$ cat config.mk
export PLATFORM = sky130hd
export DESIGN_NAME = ecm_front_flat
export DESIGN_NICKNAME = d
export VERILOG_FILES = /design/src/rtl/ecm_pkg.sv /design/src/rtl/ecm_if.sv /design/src/rtl/ecm_front.sv /design/src/flat_wrapper.sv
export SDC_FILE = /design/constraint.sdc
export NUM_CORES = 1
export LEC_CHECK = 0
export ABC_AREA = 1
export BUFFER_PORTS_ARGS = -buffer_cell sky130_fd_sc_hd__buf_2
export CORE_MARGIN = 5
export CORE_UTILIZATION = 55
export CTS_CLUSTER_SIZE = 8
export DETAILED_ROUTE_END_ITERATION = 12
export PLACE_DENSITY = 0.81
export SLEW_MARGIN = 20
export SYNTH_ARGS = -nofsm -noshare
export SYNTH_HDL_FRONTEND = slang
export SYNTH_SLANG_ARGS = --single-unit
export TNS_END_PERCENT = 5
$ cat constraint.sdc
create_clock -name clk -period 12 [get_ports clk]
set_input_delay 1.8 -clock clk [delete_from_list [all_inputs] [get_ports clk]]
set_output_delay 1.8 -clock clk [all_outputs]
set_load 0.02 [all_outputs]
$ cat src/rtl/ecm_pkg.sv
// Package for the Euler-angle camera matrix unit.
// Holds fixed-point constants, the sine table function and shared types.
// No dependencies.
package ecm_pkg;

  localparam int FRAC_BITS = 16;
  localparam int SINE_TABLE_DEPTH = 256;
  localparam int QW = $clog2(SINE_TABLE_DEPTH);
  localparam int QUEUE_DEPTH = 2;
  localparam int QUARTER_TURN = SINE_TABLE_DEPTH / 4;

  typedef enum logic [2:0] {
    ORD_XYZ = 3'd0,
    ORD_YXZ = 3'd1,
    ORD_XZY = 3'd2,
    ORD_YZX = 3'd3,
    ORD_ZYX = 3'd4,
    ORD_ZXY = 3'd5,
    ORD_ID6 = 3'd6,
    ORD_ID7 = 3'd7
  } rot_order_t;

  typedef enum logic [2:0] {
    ST_IDLE,
    ST_MUL1,
    ST_MUL2,
    ST_TRANS,
    ST_EMIT
  } back_state_t;

  typedef struct packed {
    logic signed [31:0] pos_x;
    logic signed [31:0] pos_y;
    logic signed [31:0] pos_z;
    logic [QW-1:0] qx;
    logic [QW-1:0] qy;
    logic [QW-1:0] qz;
    rot_order_t order;
  } front_req_t;

  typedef logic [SINE_TABLE_DEPTH-1:0][31:0] sine_tab_t;

  // Sine of (pi/2)*r/DEPTH in FRAC_BITS fixed point, evaluated at elaboration.
  function automatic logic signed [31:0] sin_quarter(input int r);
    longint x, x2, t, m, s;
    x = (64'sd1686629713 * longint'(r)) >>> QW;
    x2 = (x * x) >>> 30;
    t = 64'sd1 <<< 30;
    for (int i = 0; i < 6; i++) begin
      m = (x2 * t) >>> 30;
      case (i)
        0: m = m / 156;
        1: m = m / 110;
        2: m = m / 72;
        3: m = m / 42;
        4: m = m / 20;
        default: m = m / 6;
      endcase
      t = (64'sd1 <<< 30) - m;
    end
    s = (x * t) >>> 30;
    s = (s + (64'sd1 <<< (29 - FRAC_BITS))) >>> (30 - FRAC_BITS);
    return 32'(s);
  endfunction

  // Full-turn sine table built from the quarter wave by quadrant symmetry.
  function automatic sine_tab_t build_sine_tab();
    sine_tab_t tab;
    int f4, quad, rm;
    logic signed [31:0] a, b;
    for (int q = 0; q < SINE_TABLE_DEPTH; q++) begin
      f4 = q * 4;
      quad = (f4 >> QW) & 3;
      rm = f4 & (SINE_TABLE_DEPTH - 1);
      a = sin_quarter(rm);
      b = sin_quarter(SINE_TABLE_DEPTH - rm);
      case (quad)
        0: tab[q] = a;
        1: tab[q] = b;
        2: tab[q] = -a;
        default: tab[q] = -b;
      endcase
    end
    return tab;
  endfunction

  localparam sine_tab_t SINE_TAB = build_sine_tab();

  // Sine and cosine of a quantized angle; the cosine reads a quarter turn ahead.
  function automatic logic [63:0] sin_cos(input logic [QW-1:0] q);
    logic [QW-1:0] qc;
    qc = q + QW'(QUARTER_TURN);
    return {SINE_TAB[q], SINE_TAB[qc]};
  endfunction

endpackage

$ cat src/rtl/ecm_if.sv
// Valid/ready channel interfaces for the camera matrix unit.
// Depends on nothing but plain logic types.
interface ecm_req_if (input logic clk);
  logic valid;
  logic ready;
  logic signed [31:0] pos_x;
  logic signed [31:0] pos_y;
  logic signed [31:0] pos_z;
  logic [15:0] angle_x;
  logic [15:0] angle_y;
  logic [15:0] angle_z;
  logic [2:0] rot_order;
  modport source (output valid, pos_x, pos_y, pos_z, angle_x, angle_y, angle_z, rot_order,
                  input ready);
  modport sink (input valid, pos_x, pos_y, pos_z, angle_x, angle_y, angle_z, rot_order,
                output ready);
endinterface


$ cat src/rtl/ecm_front.sv
// Front end: accepts requests, quantizes angles and queues them.
// Depends on ecm_pkg and ecm_req_if.
module ecm_front import ecm_pkg::*; (
  input  logic        clk,
  input  logic        rst,
  ecm_req_if.sink     req,
  output front_req_t  head,
  output logic        head_valid,
  input  logic        head_take
);

  front_req_t slots [QUEUE_DEPTH];
  logic wr_ptr, rd_ptr;
  logic [1:0] count;
  logic push, pop;
  front_req_t entry;

  assign req.ready = (count != 2'(QUEUE_DEPTH));
  assign push = req.valid && req.ready;
  assign pop = head_take && head_valid;
  assign head_valid = (count != 2'd0);
  assign head = slots[rd_ptr];

  always_comb begin
    entry.pos_x = req.pos_x;
    entry.pos_y = req.pos_y;
    entry.pos_z = req.pos_z;
    entry.qx = req.angle_x[15 -: QW];
    entry.qy = req.angle_y[15 -: QW];
    entry.qz = req.angle_z[15 -: QW];
    entry.order = rot_order_t'(req.rot_order);
  end

  always_ff @(posedge clk) begin
    if (push) begin
      slots[wr_ptr] <= entry;
    end
    if (rst) begin
      wr_ptr <= 1'b0;
      rd_ptr <= 1'b0;
      count <= 2'd0;
    end else begin
      if (push) wr_ptr <= ~wr_ptr;
      if (pop) rd_ptr <= ~rd_ptr;
      count <= count + 2'(push) - 2'(pop);
    end
  end

`ifndef SYNTH
  a_no_overflow: assert property (@(posedge clk) disable iff (rst)
    count <= 2'(QUEUE_DEPTH)) else $error("queue overflow");
  a_pop_nonempty: assert property (@(posedge clk) disable iff (rst)
    pop |-> count != 2'd0) else $error("pop from empty queue");
  a_count_track: assert property (@(posedge clk) disable iff (rst)
    (push && !pop) |=> count == $past(count) + 2'd1) else $error("count slip");
`endif

endmodule

$ cat src/flat_wrapper.sv
// flat-port wrapper written by rule: the top's interface ports become plain ports
module ecm_front_flat import ecm_pkg::*;
  (clk, rst, head, head_valid, head_take, req_valid, req_pos_x, req_pos_y, req_pos_z, req_angle_x, req_angle_y, req_angle_z, req_rot_order, req_ready);
  ecm_req_if req_i (.clk(clk));
  input  logic clk;
  input  logic rst;
  output front_req_t head;
  output logic head_valid;
  input  logic head_take;
  input wire logic [$bits(req_i.valid)-1:0] req_valid;
  input wire logic [$bits(req_i.pos_x)-1:0] req_pos_x;
  input wire logic [$bits(req_i.pos_y)-1:0] req_pos_y;
  input wire logic [$bits(req_i.pos_z)-1:0] req_pos_z;
  input wire logic [$bits(req_i.angle_x)-1:0] req_angle_x;
  input wire logic [$bits(req_i.angle_y)-1:0] req_angle_y;
  input wire logic [$bits(req_i.angle_z)-1:0] req_angle_z;
  input wire logic [$bits(req_i.rot_order)-1:0] req_rot_order;
  output wire logic [$bits(req_i.ready)-1:0] req_ready;
  assign req_i.valid = req_valid;
  assign req_i.pos_x = req_pos_x;
  assign req_i.pos_y = req_pos_y;
  assign req_i.pos_z = req_pos_z;
  assign req_i.angle_x = req_angle_x;
  assign req_i.angle_y = req_angle_y;
  assign req_i.angle_z = req_angle_z;
  assign req_i.rot_order = req_rot_order;
  assign req_ready = req_i.ready;
  ecm_front u_core (.clk(clk), .rst(rst), .req(req_i), .head(head), .head_valid(head_valid), .head_take(head_take));
endmodule
==> report_table.html, run 1 <==
<table>
<tr><th>Metric</th><th>Value</th></tr>
<tr><th colspan="2">Critical path</th></tr>
<tr><td>Highest cell delay on the worst timing path</td><td>0.97 ns</td></tr>
<tr><td>Critical path fanouts, max</td><td>70</td></tr>
<tr><td>Worst reg2reg path startpoint</td><td>u_core.count[0]</td></tr>
<tr><td>Register-to-register setup slack</td><td>9.51 ns</td></tr>
<tr><td>Crit path DAT</td><td>3.09 ns</td></tr>
<tr><td>Data required time at the worst endpoint</td><td>10.20 ns</td></tr>
<tr><td>Crit-path slowest cell</td><td>sky130_fd_sc_hd__dfxtp_4</td></tr>
<tr><td>FF-to-FF End</td><td>u_core.slots[1][42]</td></tr>
<tr><td>Element type at the critical path end</td><td>output port</td></tr>
<tr><td>Critical path launch point type</td><td>register</td></tr>
<tr><td>Cell Chain, Critical Path</td><td>buf_4, mux2_2, buf_2</td></tr>
<tr><td>Critical setup path kind</td><td>reg2out</td></tr>
<tr><td>Number of cells on the worst reg-to-reg path</td><td>5</td></tr>
<tr><th colspan="2">STA</th></tr>
<tr><td>Worst slew margin</td><td>0.3018</td></tr>
<tr><td>Final-report max-slew violation count</td><td>0</td></tr>
<tr><td>Final period utilization</td><td>0.4076</td></tr>
<tr><td>Shortest period the worst path allows</td><td>4.892 ns</td></tr>
<tr><td>Number of hold violations in the final report</td><td>0</td></tr>
<tr><td>Final Skew</td><td>0.01728 ns</td></tr>
<tr><td>Transition time of the tightest slew-check pin</td><td>1.047 ns</td></tr>
<tr><td>F_max</td><td>0.2044 GHz</td></tr>
<tr><td>Fin Setup TNS</td><td>0 ns</td></tr>
<tr><td>Unrepaired setup endpoints after global routing</td><td>no</td></tr>
<tr><td>Final setup violating endpoints</td><td>0</td></tr>
<tr><th colspan="2">Finish</th></tr>
<tr><td>Non-Filler Instances</td><td>934</td></tr>
<tr><td>Antenna diode instance count</td><td>0</td></tr>
<tr><td>Final-stage net count</td><td>855</td></tr>
<tr><td>Fraction of final layout cells with drive strength greater than 1</td><td>0.5868</td></tr>
<tr><td>Synth-to-Final Area Change</td><td>25.78%</td></tr>
<tr><th colspan="2">CTS</th></tr>
<tr><td>Clock tree from TritonCTS</td><td>yes</td></tr>
<tr><td>CTS Root Cell</td><td>sky130_fd_sc_hd__clkbuf_16</td></tr>
<tr><td>CTS sink cnt</td><td>251</td></tr>
<tr><td>TritonCTS Buffers</td><td>37</td></tr>
<tr><td># resized after CTS</td><td>0</td></tr>
<tr><td>Clock transition at path regs</td><td>0.05 ns</td></tr>
<tr><td>Maximum root-to-sink buffer count</td><td>3</td></tr>
<tr><td>Number of H-tree levels</td><td>2</td></tr>
<tr><td>Hold buffer count at cts</td><td>0</td></tr>
<tr><td>Clk_lat worst skew</td><td>0.48 ns</td></tr>
<tr><td>Post-CTS setup buffers</td><td>0</td></tr>
<tr><th colspan="2">Die</th></tr>
<tr><td>Placeable core area</td><td>0.01670 sq mm</td></tr>
<tr><td># rows</td><td>47</td></tr>
<tr><td>Vertical extent of the die</td><td>140.8 um</td></tr>
<tr><td>Effective utilization at floorplan</td><td>0.5638</td></tr>
<tr><td>Die outline width</td><td>140.8 um</td></tr>
<tr><td>Ports placed on the boundary</td><td>276</td></tr>
<tr><td>Die area</td><td>0.01984 sq mm</td></tr>
<tr><th colspan="2">Synthesis</th></tr>
<tr><td>Average cell area after synthesis</td><td>22.31 sq um</td></tr>
<tr><td>Adder and majority cell fraction of the synthesized area</td><td>0.002657</td></tr>
<tr><td>XOR/XNOR share of the synthesized area</td><td>0</td></tr>
<tr><td>Synth cell types</td><td>13</td></tr>
<tr><td>Number of synthesis warnings</td><td>0</td></tr>
<tr><td>Mux contribution to synthesized area</td><td>0.1750</td></tr>
<tr><td>Post-synthesis instance total</td><td>422</td></tr>
<tr><td>Async set or reset register ratio after synthesis</td><td>0</td></tr>
<tr><td>Top area cells in the synthesized netlist</td><td>sky130_fd_sc_hd__edfxtp_1 78%, sky130_fd_sc_hd__mux2_4 11%, sky130_fd_sc_hd__mux2_2 6.3%</td></tr>
<tr><td>Primary FF master, synth</td><td>sky130_fd_sc_hd__edfxtp_1</td></tr>
<tr><td>Dominant cell by count in the synthesized netlist</td><td>sky130_fd_sc_hd__edfxtp_1</td></tr>
<tr><td>Combinational family with the most area after synthesis</td><td>multiplexers</td></tr>
<tr><td>Compound-gate portion of the synthesized area</td><td>0.001063</td></tr>
<tr><td>Simple-Gate Fraction of Synth Area</td><td>0.008371</td></tr>
<tr><td>Number of enable flip-flop cells after synthesis</td><td>246</td></tr>
<tr><td>Commonest cells post-synth</td><td>246 x sky130_fd_sc_hd__edfxtp_1, 70 x sky130_fd_sc_hd__mux2_4, 53 x sky130_fd_sc_hd__mux2_2, 10 x sky130_fd_sc_hd__inv_1, 9 x sky130_fd_sc_hd__nor2_1</td></tr>
<tr><td>Sequential element share of the synthesized area</td><td>0.7951</td></tr>
<tr><td>Cell taking the most area after synthesis</td><td>sky130_fd_sc_hd__edfxtp_1</td></tr>
<tr><td>Area share of the largest cell type after synthesis</td><td>0.7845</td></tr>
<tr><td>Synth Register Bits</td><td>251</td></tr>
<tr><td>Syn_nets</td><td>575</td></tr>
<tr><td>Syn Std Cell Area</td><td>0.009417 sq mm</td></tr>
<tr><th colspan="2">Global route</th></tr>
<tr><td>Global-route wire length before repair</td><td>28.45 mm</td></tr>
<tr><td>Number of global-route vias before repair</td><td>5,335</td></tr>
<tr><td>Pin count of the biggest net entering global routing</td><td>78</td></tr>
<tr><td>Overall track demand over capacity in global routing</td><td>0.1836</td></tr>
<tr><td>Total global routing overflow</td><td>0</td></tr>
<tr><td>Initial antenna violation count</td><td>0</td></tr>
<tr><th colspan="2">Placed design</th></tr>
<tr><td>RD Place Congestion</td><td>0.8208</td></tr>
<tr><td>Detailed placer's ending HPWL</td><td>12.24 mm</td></tr>
<tr><td>Port Buf Inserts</td><td>251</td></tr>
<tr><td>Total placed cells including tap cells</td><td>883</td></tr>
<tr><th colspan="2">Min path</th></tr>
<tr><td>Min-delay src</td><td>u_core.rd_ptr</td></tr>
<tr><td>Count of cells along the worst hold path</td><td>2</td></tr>
<tr><td>Class of the tightest hold or removal check</td><td>reg2reg</td></tr>
<tr><th colspan="2">Drt</th></tr>
<tr><td>Overall via count from detail_route</td><td>4,794</td></tr>
<tr><td>Final Routed Wirelength</td><td>18.67 mm</td></tr>
<tr><td>Antenna-violating nets left</td><td>0</td></tr>
<tr><td>TritonRoute pass-1 iters</td><td>4</td></tr>
<tr><td>Post-detailed-route via-to-cell ratio</td><td>5.133</td></tr>
<tr><td>Residual DRC</td><td>0</td></tr>
<tr><td>Initial drt markers</td><td>244</td></tr>
<tr><td>DR WL/cell</td><td>19.98 um</td></tr>
<tr><th colspan="2">Power and ir drop</th></tr>
<tr><td>Cell leakage power</td><td>0.004622 uW</td></tr>
<tr><td>Worst IR Drop VDD</td><td>0.1862 mV</td></tr>
<tr><td>Power after layout</td><td>2745 uW</td></tr>
<tr><td>Ratio of total power to cell area</td><td>231.8 mW/mm^2</td></tr>
<tr><th colspan="2">Flow run</th></tr>
<tr><td>Number of max-cap violations</td><td>0</td></tr>
<tr><th colspan="2">Run status</th></tr>
<tr><td>Result of the run</td><td>completed</td></tr>
</table>
## flip-flops by register name, summed over array words and instances (netlist names), named ones only
name,flops
u_core.slots,246
u_core.count,2
u_core.rd_ptr,1
u_core.wr_ptr,1
## through the flow
step	instance area [sq um]	hold slack, ns	setup slack, ns	util
2_1_floorplan	9417	0.4675	4.408	-
3_3_place_gp	10860	0.4841	7.625	0.6504
3_5_place_dp	10860	0.5194	7.592	0.6504
4_1_cts	11840	0.5320	7.083	0.7092
5_1_grt	11840	0.5990	6.924	0.7092
6_report	11840	0.5309	7.108	0.7092
## cell usage in the layout (no fill, tap or decap)
cell type                    synthesis  routed
sky130_fd_sc_hd__clkinvlp_4          0       1
sky130_fd_sc_hd__nor2_1              9       8
sky130_fd_sc_hd__nor2_4              0       1
sky130_fd_sc_hd__edfxtp_1          246     246
sky130_fd_sc_hd__inv_4               0       1
sky130_fd_sc_hd__ha_1                2       2
sky130_fd_sc_hd__nand3_1             3       3
sky130_fd_sc_hd__buf_4               0       4
sky130_fd_sc_hd__dfxtp_4             0       1
sky130_fd_sc_hd__buf_2               5     251
sky130_fd_sc_hd__clkbuf_16           0      37
sky130_fd_sc_hd__dfxtp_1             5       4
sky130_fd_sc_hd__mux2_4             70      70
sky130_fd_sc_hd__clkbuf_1            0      13
sky130_fd_sc_hd__mux2_2             53      53
sky130_fd_sc_hd__inv_1              10       9
sky130_fd_sc_hd__nand2_1             8       8
sky130_fd_sc_hd__a21oi_1             2       2
## layout make-up
type                    instances  area (sq um)
clock buffers                  50         974.7
clock inverters                 1         7.507
fillers                      1047          4857
inverters                      10         40.04
multi-input cells             147          1769
flip-flops and latches        251          7491
well taps                     220         275.3
repair buffers                255          1286
## routing by layer
metal  vias to the layer above  share of wire  GRT usage
met1                      2354           0.37     0.2139
met3                        32          0.080    0.05046
li1                       2201              -          -
met4                         0          0.021    0.05966
met2                       207           0.52     0.3299
met5                         -              0          0
## logic make-up (layout without fill, tap and decap cells)
logic type                 Yosys count  in the layout
DFF                                251            251
and+or+nand+nor                     20             20
muxes                              123            123
adders and majority gates            2              2
buffers and inverters               24            316
AOI/OAI and AO/OA                    2              2
## worst max path at each step
stage	startpoint	end
after floorplan	req_valid	u_core.slots[0][0]
after global placement	register	head[15]
after detailed placement	register	head[15]
after CTS	register	head[15]
after global routing	register	head[39]
final	register	head[49]
## worst max-delay path, delay by kind of cell, from the launching register on
family | cells | cell delay [ns]
flip-flops | 1 | 0.97
multiplexers | 1 | 0.43
buffers and inverters | 2 | 1.08
## power by group
part / leakage, uW / total, uW / internal (uW) / switching, uW
combinational: 0.00181 / 683 / 288 / 395
sequential: 0.00234 / 1190 / 1130 / 61.4
clock: 0.000471 / 874 / 554 / 320
(Power assumes the default switching activity.)
==> inputs of run 2 (changes only) <==
CORE_UTILIZATION = 46   (was 55)
PLACE_DENSITY = 0.72   (was 0.81)
clock period = 4.32 ns   (was 12 ns; I/O delays follow)
==> report_table.html, run 2 (synthesis gave the netlist of run 1 again) <==
<table>
<tr><th>Metric</th><th>Value</th></tr>
<tr><th colspan="2">Run status</th></tr>
<tr><td>Result of the run</td><td>completed (unchanged)</td></tr>
<tr><th colspan="2">CTS</th></tr>
<tr><td>Number of H-tree levels</td><td>2 (unchanged)</td></tr>
<tr><td>Clock tree from TritonCTS</td><td>yes (unchanged)</td></tr>
<tr><td>CTS sink cnt</td><td>251 (unchanged)</td></tr>
<tr><td>Hold buffer count at cts</td><td>0 (unchanged)</td></tr>
<tr><td>Clock transition at path regs</td><td>0.05 ns (about the same)</td></tr>
<tr><td>TritonCTS Buffers</td><td>37 (unchanged)</td></tr>
<tr><td>CTS Root Cell</td><td>sky130_fd_sc_hd__clkbuf_16 (unchanged)</td></tr>
<tr><td>Post-CTS setup buffers</td><td>0 (unchanged)</td></tr>
<tr><td># resized after CTS</td><td>0 (unchanged)</td></tr>
<tr><td>Clk_lat worst skew</td><td>0.49 ns (was 0.48 ns)</td></tr>
<tr><td>Maximum root-to-sink buffer count</td><td>3 (unchanged)</td></tr>
<tr><th colspan="2">Global route</th></tr>
<tr><td>Overall track demand over capacity in global routing</td><td>0.1510 (was 0.1836)</td></tr>
<tr><td>Pin count of the biggest net entering global routing</td><td>73 (was 78)</td></tr>
<tr><td>Number of global-route vias before repair</td><td>5,316 (was 5,335)</td></tr>
<tr><td>Global-route wire length before repair</td><td>28.21 mm (was 28.45 mm)</td></tr>
<tr><td>Total global routing overflow</td><td>0 (unchanged)</td></tr>
<tr><td>Initial antenna violation count</td><td>3 (was 0)</td></tr>
<tr><th colspan="2">Die</th></tr>
<tr><td>Effective utilization at floorplan</td><td>0.4669 (was 0.5638)</td></tr>
<tr><td>Die area</td><td>0.02343 sq mm (was 0.01984 sq mm)</td></tr>
<tr><td>Die outline width</td><td>153.1 um (was 140.8 um)</td></tr>
<tr><td>Placeable core area</td><td>0.02017 sq mm (was 0.01670 sq mm)</td></tr>
<tr><td># rows</td><td>52 (was 47)</td></tr>
<tr><td>Vertical extent of the die</td><td>153.1 um (was 140.8 um)</td></tr>
<tr><td>Ports placed on the boundary</td><td>276 (unchanged)</td></tr>
<tr><th colspan="2">STA</th></tr>
<tr><td>Final Skew</td><td>0.01284 ns (was 0.01728 ns)</td></tr>
<tr><td>F_max</td><td>0.3510 GHz</td></tr>
<tr><td>Worst slew margin</td><td>0.4213 (was 0.3018)</td></tr>
<tr><td>Post-route worst setup slack</td><td>1.471 ns (was 7.108 ns)</td></tr>
<tr><td>Transition time of the tightest slew-check pin</td><td>0.8681 ns (was 1.047 ns)</td></tr>
<tr><td>Final setup violating endpoints</td><td>0 (unchanged)</td></tr>
<tr><td>Shortest period the worst path allows</td><td>2.849 ns</td></tr>
<tr><td>Unrepaired setup endpoints after global routing</td><td>no (unchanged)</td></tr>
<tr><td>Final-report max-slew violation count</td><td>0 (unchanged)</td></tr>
<tr><td>Fin Setup TNS</td><td>0 ns (unchanged)</td></tr>
<tr><td>Number of hold violations in the final report</td><td>0 (unchanged)</td></tr>
<tr><td>Final period utilization</td><td>0.6595</td></tr>
<tr><th colspan="2">Critical path</th></tr>
<tr><td>Critical setup path kind</td><td>reg2out (unchanged)</td></tr>
<tr><td>Data required time at the worst endpoint</td><td>3.67 ns (was 10.20 ns)</td></tr>
<tr><td>Critical path fanouts, max</td><td>72 (was 70)</td></tr>
<tr><td>Crit path DAT</td><td>2.20 ns (was 3.09 ns)</td></tr>
<tr><td>Element type at the critical path end</td><td>output port (unchanged)</td></tr>
<tr><td>Critical path launch point type</td><td>register (unchanged)</td></tr>
<tr><th colspan="2">Finish</th></tr>
<tr><td>Largest registers</td><td>u_core.slots (246), u_core.count (2) (unchanged)</td></tr>
<tr><td>Flip-flop count of the largest register, all copies and words added</td><td>246 (unchanged)</td></tr>
<tr><td>Final-stage net count</td><td>856 (was 855)</td></tr>
<tr><td>Fraction of final layout cells with drive strength greater than 1</td><td>0.5941 (was 0.5868)</td></tr>
<tr><td>Commonest cells after routing, fill and taps aside</td><td>251 x sky130_fd_sc_hd__buf_2, 246 x sky130_fd_sc_hd__edfxtp_1, 70 x sky130_fd_sc_hd__mux2_4 (unchanged)</td></tr>
<tr><td>Leading cell type in the layout, fill and taps excluded</td><td>sky130_fd_sc_hd__buf_2 (unchanged)</td></tr>
<tr><td>Largest Register</td><td>u_core.slots (unchanged)</td></tr>
<tr><td>Synth-to-Final Area Change</td><td>27.44% (was 25.78%)</td></tr>
<tr><th colspan="2">Placed design</th></tr>
<tr><td>Detailed placer's ending HPWL</td><td>12.27 mm (was 12.24 mm)</td></tr>
<tr><td>Pre-CTS setup slack</td><td>1.935 ns (was 7.592 ns)</td></tr>
<tr><td>Port Buf Inserts</td><td>251 (unchanged)</td></tr>
<tr><td>RD Place Congestion</td><td>0.7339 (was 0.8208)</td></tr>
<tr><th colspan="2">Drt</th></tr>
<tr><td>Routed met1 length</td><td>6.935 mm (was 6.998 mm)</td></tr>
<tr><td>Residual DRC</td><td>0 (unchanged)</td></tr>
<tr><td>Met2 wirelength from detailed routing</td><td>9.347 mm (was 9.773 mm)</td></tr>
<tr><td>Antenna-violating nets left</td><td>0 (unchanged)</td></tr>
<tr><td>Final Routed Wirelength</td><td>18.17 mm (was 18.67 mm)</td></tr>
<tr><td>DR WL/cell</td><td>18.49 um (was 19.98 um)</td></tr>
<tr><td>Met3 routed WL</td><td>1.482 mm (was 1.502 mm)</td></tr>
<tr><td>Overall via count from detail_route</td><td>4,798 (was 4,794)</td></tr>
<tr><td>Initial drt markers</td><td>206 (was 244)</td></tr>
<tr><td>TritonRoute pass-1 iters</td><td>4 (unchanged)</td></tr>
<tr><td>Post-detailed-route via-to-cell ratio</td><td>4.881 (was 5.133)</td></tr>
<tr><td>Highest metal used</td><td>met5 (was met4)</td></tr>
<tr><th colspan="2">Power and ir drop</th></tr>
<tr><td>Worst IR Drop VDD</td><td>0.4244 mV (was 0.1862 mV)</td></tr>
<tr><td>Cell leakage power</td><td>0.004670 uW (was 0.004622 uW)</td></tr>
<tr><td>Ratio of total power to cell area</td><td>645.2 mW/mm^2 (was 231.8 mW/mm^2)</td></tr>
<tr><th colspan="2">Flow run</th></tr>
<tr><td>Number of max-cap violations</td><td>0 (unchanged)</td></tr>
<tr><th colspan="2">Min path</th></tr>
<tr><td>Class of the tightest hold or removal check</td><td>in2reg (was reg2reg)</td></tr>
</table>
[run 2: cell types whose count changed in the layout (fill, tap and decap cells not counted), sizes merged]
cell      delta
buf          +1
bufinv       +1
clkbuf       -4
clkinvlp     -1
diode        +1
inv          +1
[run 2: critical path, cell delays in order, from the launching register on]
cell	delay, ns
sky130_fd_sc_hd__dfxtp_4	0.62
sky130_fd_sc_hd__buf_12	0.41
sky130_fd_sc_hd__mux2_2	0.40
sky130_fd_sc_hd__buf_2	0.17
[run 2: through the flow]
stage                     hold WS (ns)  total power (uW)    util  cells  instance area, sq um
after CTS                       0.3056              7859  0.5949    982                 12000
after floorplan                 0.4675              4686       -    422                  9424
after global routing            0.3137              8101  0.5949    982                 12000
after global placement          0.4884              5205  0.5432    934                 10960
final                           0.3294              7743  0.5950    983                 12000
after detailed placement        0.5133              5267  0.5432    934                 10960
[run 2: path summary, 6_finish.rpt]
| check | cells past startpoint | slack (ns) | from | endpoint |
|---|---|---|---|---|
| worst max-delay path | 3 | 1.47 | register | head[1] |
| worst min-delay path | 2 | 0.33 | rst | u_core.count[0] |
| worst max register to register | 5 | 2.16 | u_core.count[0] | u_core.slots[1][101] |
| worst min register to register | 2 | 0.51 | u_core.rd_ptr | register |
[run 2: area by class of cell]
| class | instances | area, sq um |
|---|---|---|
| flip-flops and latches | 251 | 7491 |
| inverters | 10 | 40.04 |
| diodes | 1 | 2.502 |
| well taps | 270 | 337.8 |
| clock buffers | 46 | 1002 |
| fillers | 1519 | 8169 |
| clock inverters | 2 | 38.79 |
| multi-input cells | 147 | 1769 |
| repair buffers | 256 | 1319 |
[run 2: routing by layer]
metal	up-vias	GRT usage
met1	2350	0.1739
met3	41	0.05683
li1	2210	-
met5	-	0
met2	191	0.2604
met4	6	0.05134
[run 2: report_power, final]
| group | switching (uW) | internal, uW | total, uW |
|---|---|---|---|
| clock | 897 | 1660 | 2550 |
| sequential | 122 | 3130 | 3250 |
| combinational | 1140 | 803 | 1940 |
==> inputs of run 3 (changes only) <==
ABC_AREA = 0   (was 1)
CORE_UTILIZATION = 51   (was 46)
PLACE_DENSITY = 0.76   (was 0.72)
clock period = 2.7 ns   (was 4.32 ns; I/O delays follow)
==> report_table.html, run 3 <==
<table>
<tr><th>Metric</th><th>Value</th></tr>
<tr><th colspan="2">Run status</th></tr>
<tr><td>Result of the run</td><td>completed (unchanged)</td></tr>
<tr><th colspan="2">CTS</th></tr>
<tr><td>CTS sink cnt</td><td>251 (unchanged)</td></tr>
<tr><td># resized after CTS</td><td>0 (unchanged)</td></tr>
<tr><td>Clock tree from TritonCTS</td><td>yes (unchanged)</td></tr>
<tr><td>Clock transition at path regs</td><td>0.05 ns (about the same)</td></tr>
<tr><td>Number of H-tree levels</td><td>2 (unchanged)</td></tr>
<tr><td>Hold buffer count at cts</td><td>0 (unchanged)</td></tr>
<tr><td>CTS Root Cell</td><td>sky130_fd_sc_hd__clkbuf_16 (unchanged)</td></tr>
<tr><td>Maximum root-to-sink buffer count</td><td>3 (unchanged)</td></tr>
<tr><td>Post-CTS setup buffers</td><td>0 (unchanged)</td></tr>
<tr><td>TritonCTS Buffers</td><td>37 (unchanged)</td></tr>
<tr><td>Clk_lat worst skew</td><td>0.49 ns (about the same)</td></tr>
<tr><th colspan="2">Die</th></tr>
<tr><td>Vertical extent of the die</td><td>145.8 um (was 153.1 um)</td></tr>
<tr><td>Ports placed on the boundary</td><td>276 (unchanged)</td></tr>
<tr><td>Die outline width</td><td>145.8 um (was 153.1 um)</td></tr>
<tr><td>Effective utilization at floorplan</td><td>0.5199 (was 0.4669)</td></tr>
<tr><td>Placeable core area</td><td>0.01809 sq mm (was 0.02017 sq mm)</td></tr>
<tr><td>Die area</td><td>0.02125 sq mm (was 0.02343 sq mm)</td></tr>
<tr><td># rows</td><td>49 (was 52)</td></tr>
<tr><th colspan="2">Finish</th></tr>
<tr><td>Antenna diode instance count</td><td>0 (was 1)</td></tr>
<tr><td>Final-stage net count</td><td>847 (was 856)</td></tr>
<tr><td>Leading cell type in the layout, fill and taps excluded</td><td>sky130_fd_sc_hd__buf_2 (unchanged)</td></tr>
<tr><td>Synth-to-Final Area Change</td><td>27.45% (was 27.44%)</td></tr>
<tr><td>Largest registers</td><td>u_core.slots (246), u_core.count (2) (unchanged)</td></tr>
<tr><td>Commonest cells after routing, fill and taps aside</td><td>251 x sky130_fd_sc_hd__buf_2, 246 x sky130_fd_sc_hd__edfxtp_1, 70 x sky130_fd_sc_hd__mux2_4 (unchanged)</td></tr>
<tr><td>Largest Register</td><td>u_core.slots (unchanged)</td></tr>
<tr><td>Fraction of final layout cells with drive strength greater than 1</td><td>0.6117 (was 0.5941)</td></tr>
<tr><td>Fillers</td><td>1,223 (was 1,519)</td></tr>
<tr><td>Flip-flop count of the largest register, all copies and words added</td><td>246 (unchanged)</td></tr>
<tr><td>Layout Utilization</td><td>0.6626 (was 0.5950)</td></tr>
<tr><td>Finished layout cell area</td><td>0.01198 sq mm (was 0.01200 sq mm)</td></tr>
<tr><th colspan="2">Global route</th></tr>
<tr><td>Number of global-route vias before repair</td><td>5,344 (was 5,316)</td></tr>
<tr><td>Initial antenna violation count</td><td>1 (was 3)</td></tr>
<tr><td>Overall track demand over capacity in global routing</td><td>0.1656 (was 0.1510)</td></tr>
<tr><td>Pin count of the biggest net entering global routing</td><td>82 (was 73)</td></tr>
<tr><td>Global-route wire length before repair</td><td>28.15 mm (was 28.21 mm)</td></tr>
<tr><td>Total global routing overflow</td><td>0 (unchanged)</td></tr>
<tr><th colspan="2">Synthesis</th></tr>
<tr><td>Post-synthesis instance total</td><td>410 (was 422)</td></tr>
<tr><td>Syn Std Cell Area</td><td>0.009403 sq mm (was 0.009417 sq mm)</td></tr>
<tr><td>Synth cell types</td><td>21 (was 13)</td></tr>
<tr><td>Average cell area after synthesis</td><td>22.93 sq um (was 22.31 sq um)</td></tr>
<tr><td>Top area cells in the synthesized netlist</td><td>sky130_fd_sc_hd__edfxtp_1 79%, sky130_fd_sc_hd__mux2_4 11%, sky130_fd_sc_hd__mux2_2 6.3% (was sky130_fd_sc_hd__edfxtp_1 78%, sky130_fd_sc_hd__mux2_4 11%, sky130_fd_sc_hd__mux2_2 6.3%)</td></tr>
<tr><td>Primary FF master, synth</td><td>sky130_fd_sc_hd__edfxtp_1 (unchanged)</td></tr>
<tr><td>Dominant cell by count in the synthesized netlist</td><td>sky130_fd_sc_hd__edfxtp_1 (unchanged)</td></tr>
<tr><td>Cell taking the most area after synthesis</td><td>sky130_fd_sc_hd__edfxtp_1 (unchanged)</td></tr>
<tr><td>Synth Register Bits</td><td>251 (unchanged)</td></tr>
<tr><td>Syn_nets</td><td>563 (was 575)</td></tr>
<tr><td>Area share of the largest cell type after synthesis</td><td>0.7856 (was 0.7845)</td></tr>
<tr><td>Number of enable flip-flop cells after synthesis</td><td>246 (unchanged)</td></tr>
<tr><td>Commonest cells post-synth</td><td>246 x sky130_fd_sc_hd__edfxtp_1, 70 x sky130_fd_sc_hd__mux2_4, 53 x sky130_fd_sc_hd__mux2_2, 8 x sky130_fd_sc_hd__buf_6 (was 246 x sky130_fd_sc_hd__edfxtp_1, 70 x sky130_fd_sc_hd__mux2_4, 53 x sky130_fd_sc_hd__mux2_2, 10 x sky130_fd_sc_hd__inv_1, 9 x sky130_fd_sc_hd__nor2_1)</td></tr>
<tr><td>Sequential element share of the synthesized area</td><td>0.7963 (was 0.7951)</td></tr>
<tr><td>Number of synthesis warnings</td><td>0 (unchanged)</td></tr>
<tr><td>Async set or reset register ratio after synthesis</td><td>0 (unchanged)</td></tr>
<tr><th colspan="2">Critical path</th></tr>
<tr><td>Crit path DAT</td><td>2.05 ns (was 2.20 ns)</td></tr>
<tr><td>Cell Chain, Critical Path</td><td>buf_12, mux2_4, buf_2 (was buf_12, mux2_2, buf_2)</td></tr>
<tr><td>Data required time at the worst endpoint</td><td>2.30 ns (was 3.67 ns)</td></tr>
<tr><td>Critical path fanouts, max</td><td>40 (was 72)</td></tr>
<tr><td>Critical path launch point type</td><td>register (unchanged)</td></tr>
<tr><td>Crit-path slowest cell</td><td>sky130_fd_sc_hd__dfxtp_4 (unchanged)</td></tr>
<tr><td>Critical setup path kind</td><td>reg2out (unchanged)</td></tr>
<tr><td>Highest cell delay on the worst timing path</td><td>0.68 ns (was 0.62 ns)</td></tr>
<tr><td>Register-to-register setup slack</td><td>1.03 ns (was 2.16 ns)</td></tr>
<tr><td>Element type at the critical path end</td><td>output port (unchanged)</td></tr>
<tr><th colspan="2">Drt</th></tr>
<tr><td>DR WL/cell</td><td>18.97 um (was 18.49 um)</td></tr>
<tr><td>Antenna-violating nets left</td><td>0 (unchanged)</td></tr>
<tr><td>Initial drt markers</td><td>139 (was 206)</td></tr>
<tr><td>Post-detailed-route via-to-cell ratio</td><td>5.114 (was 4.881)</td></tr>
<tr><td>TritonRoute pass-1 iters</td><td>4 (unchanged)</td></tr>
<tr><td>Residual DRC</td><td>0 (unchanged)</td></tr>
<tr><td>Overall via count from detail_route</td><td>4,766 (was 4,798)</td></tr>
<tr><td>Final Routed Wirelength</td><td>17.68 mm (was 18.17 mm)</td></tr>
<tr><th colspan="2">Min path</th></tr>
<tr><td>Class of the tightest hold or removal check</td><td>in2reg (unchanged)</td></tr>
<tr><th colspan="2">STA</th></tr>
<tr><td>Worst slew margin</td><td>0.6313 (was 0.4213)</td></tr>
<tr><td>Final setup violating endpoints</td><td>0 (unchanged)</td></tr>
<tr><td>Unrepaired setup endpoints after global routing</td><td>no (unchanged)</td></tr>
<tr><td>Final Skew</td><td>0.008920 ns (was 0.01284 ns)</td></tr>
<tr><td>Transition time of the tightest slew-check pin</td><td>0.5531 ns (was 0.8681 ns)</td></tr>
<tr><td>Post-route worst setup slack</td><td>0.2408 ns (was 1.471 ns)</td></tr>
<tr><td>Final period utilization</td><td>0.9108</td></tr>
<tr><td>Number of hold violations in the final report</td><td>0 (unchanged)</td></tr>
<tr><td>Final-report max-slew violation count</td><td>0 (unchanged)</td></tr>
<tr><td>F_max</td><td>0.4066 GHz</td></tr>
<tr><td>Shortest period the worst path allows</td><td>2.459 ns</td></tr>
<tr><th colspan="2">Placed design</th></tr>
<tr><td>RD Place Congestion</td><td>0.7343 (was 0.7339)</td></tr>
<tr><td>Pre-CTS setup slack</td><td>0.7012 ns (was 1.935 ns)</td></tr>
<tr><td>Detailed placer's ending HPWL</td><td>12.03 mm (was 12.27 mm)</td></tr>
<tr><td>Port Buf Inserts</td><td>251 (unchanged)</td></tr>
<tr><td>DP Area</td><td>0.01097 sq mm (was 0.01096 sq mm)</td></tr>
<tr><th colspan="2">Power and ir drop</th></tr>
<tr><td>Cell leakage power</td><td>0.004650 uW (was 0.004670 uW)</td></tr>
<tr><td>Worst IR Drop VDD</td><td>0.6626 mV (was 0.4244 mV)</td></tr>
<tr><td>Ratio of total power to cell area</td><td>1046 mW/mm^2 (was 645.2 mW/mm^2)</td></tr>
<tr><th colspan="2">Flow run</th></tr>
<tr><td>Number of max-cap violations</td><td>0 (unchanged)</td></tr>
</table>
run 3: path summary, 6_finish.rpt:
kind                         from             endpoint  cells after the start
setup / recovery         register            head[107]                      3
hold / removal      req_pos_y[28]  u_core.slots[1][87]                      1
setup reg to reg  u_core.count[0]  u_core.slots[0][14]                      4
hold reg to reg     u_core.rd_ptr        u_core.rd_ptr                      2
run 3: final cells by class:
cell class | count | area, sq um | share of cell area
sequential | 251 | 7492 | 0.6252
multi-input combinational | 143 | 1800 | 0.1502
timing repair buffer | 259 | 1379 | 0.1151
clock buffer | 46 | 1002 | 0.08363
tap | 229 | 286.5 | 0.02391
clock inverter | 2 | 16.27 | 0.001357
inverter | 2 | 7.507 | 0.0006264
run 3: worst max-delay path, delay by kind of cell (launching register included):
family   cells  cell delay (ns)
buf+inv      2             0.52
mux          1             0.34
flops        1             0.68
run 3: cell families after synthesis:
logic type	count (synthesis)	share of synthesized area
flops	251	0.7963
xor+xnor	2	0.001863
buf+inv	16	0.01464
simple gates	14	0.007983
mux	123	0.1752
compound gates	2	0.001330
fa+ha+maj	2	0.002661
run 3: per-stage QoR:
| step | total power (uW) | setup TNS [ns] | hold WS, ns | cells |
|---|---|---|---|---|
| final | 12540 | 0 | 0.1044 | 932 |
| after CTS | 12740 | 0 | 0.07695 | 932 |
| after global routing | 13120 | 0 | 0.07948 | 932 |
| after floorplan | 7656 | -27.13 | 0.4692 | 410 |
| after global placement | 8565 | 0 | 0.4971 | 884 |
| after detailed placement | 8668 | 0 | 0.5250 | 884 |
run 3: per-layer routing:
layer  part of all wire  wire length [um]  up-vias  global-route usage
met5            0.00074                13        -                   0
met4              0.021               370        2             0.05318
met3               0.10              1834       33             0.07194
met2               0.49              8651      210              0.2729
met1               0.39              6808     2337              0.1976
li1                   -                 -     2184                   -
run 3: power by group:
| group | switching [uW] | internal (uW) | total, uW |
|---|---|---|---|
| combinational | 1890 | 1480 | 3370 |
| clock | 1440 | 2560 | 3990 |
| sequential | 221 | 4950 | 5170 |
| total | 3550 | 8990 | 12500 |
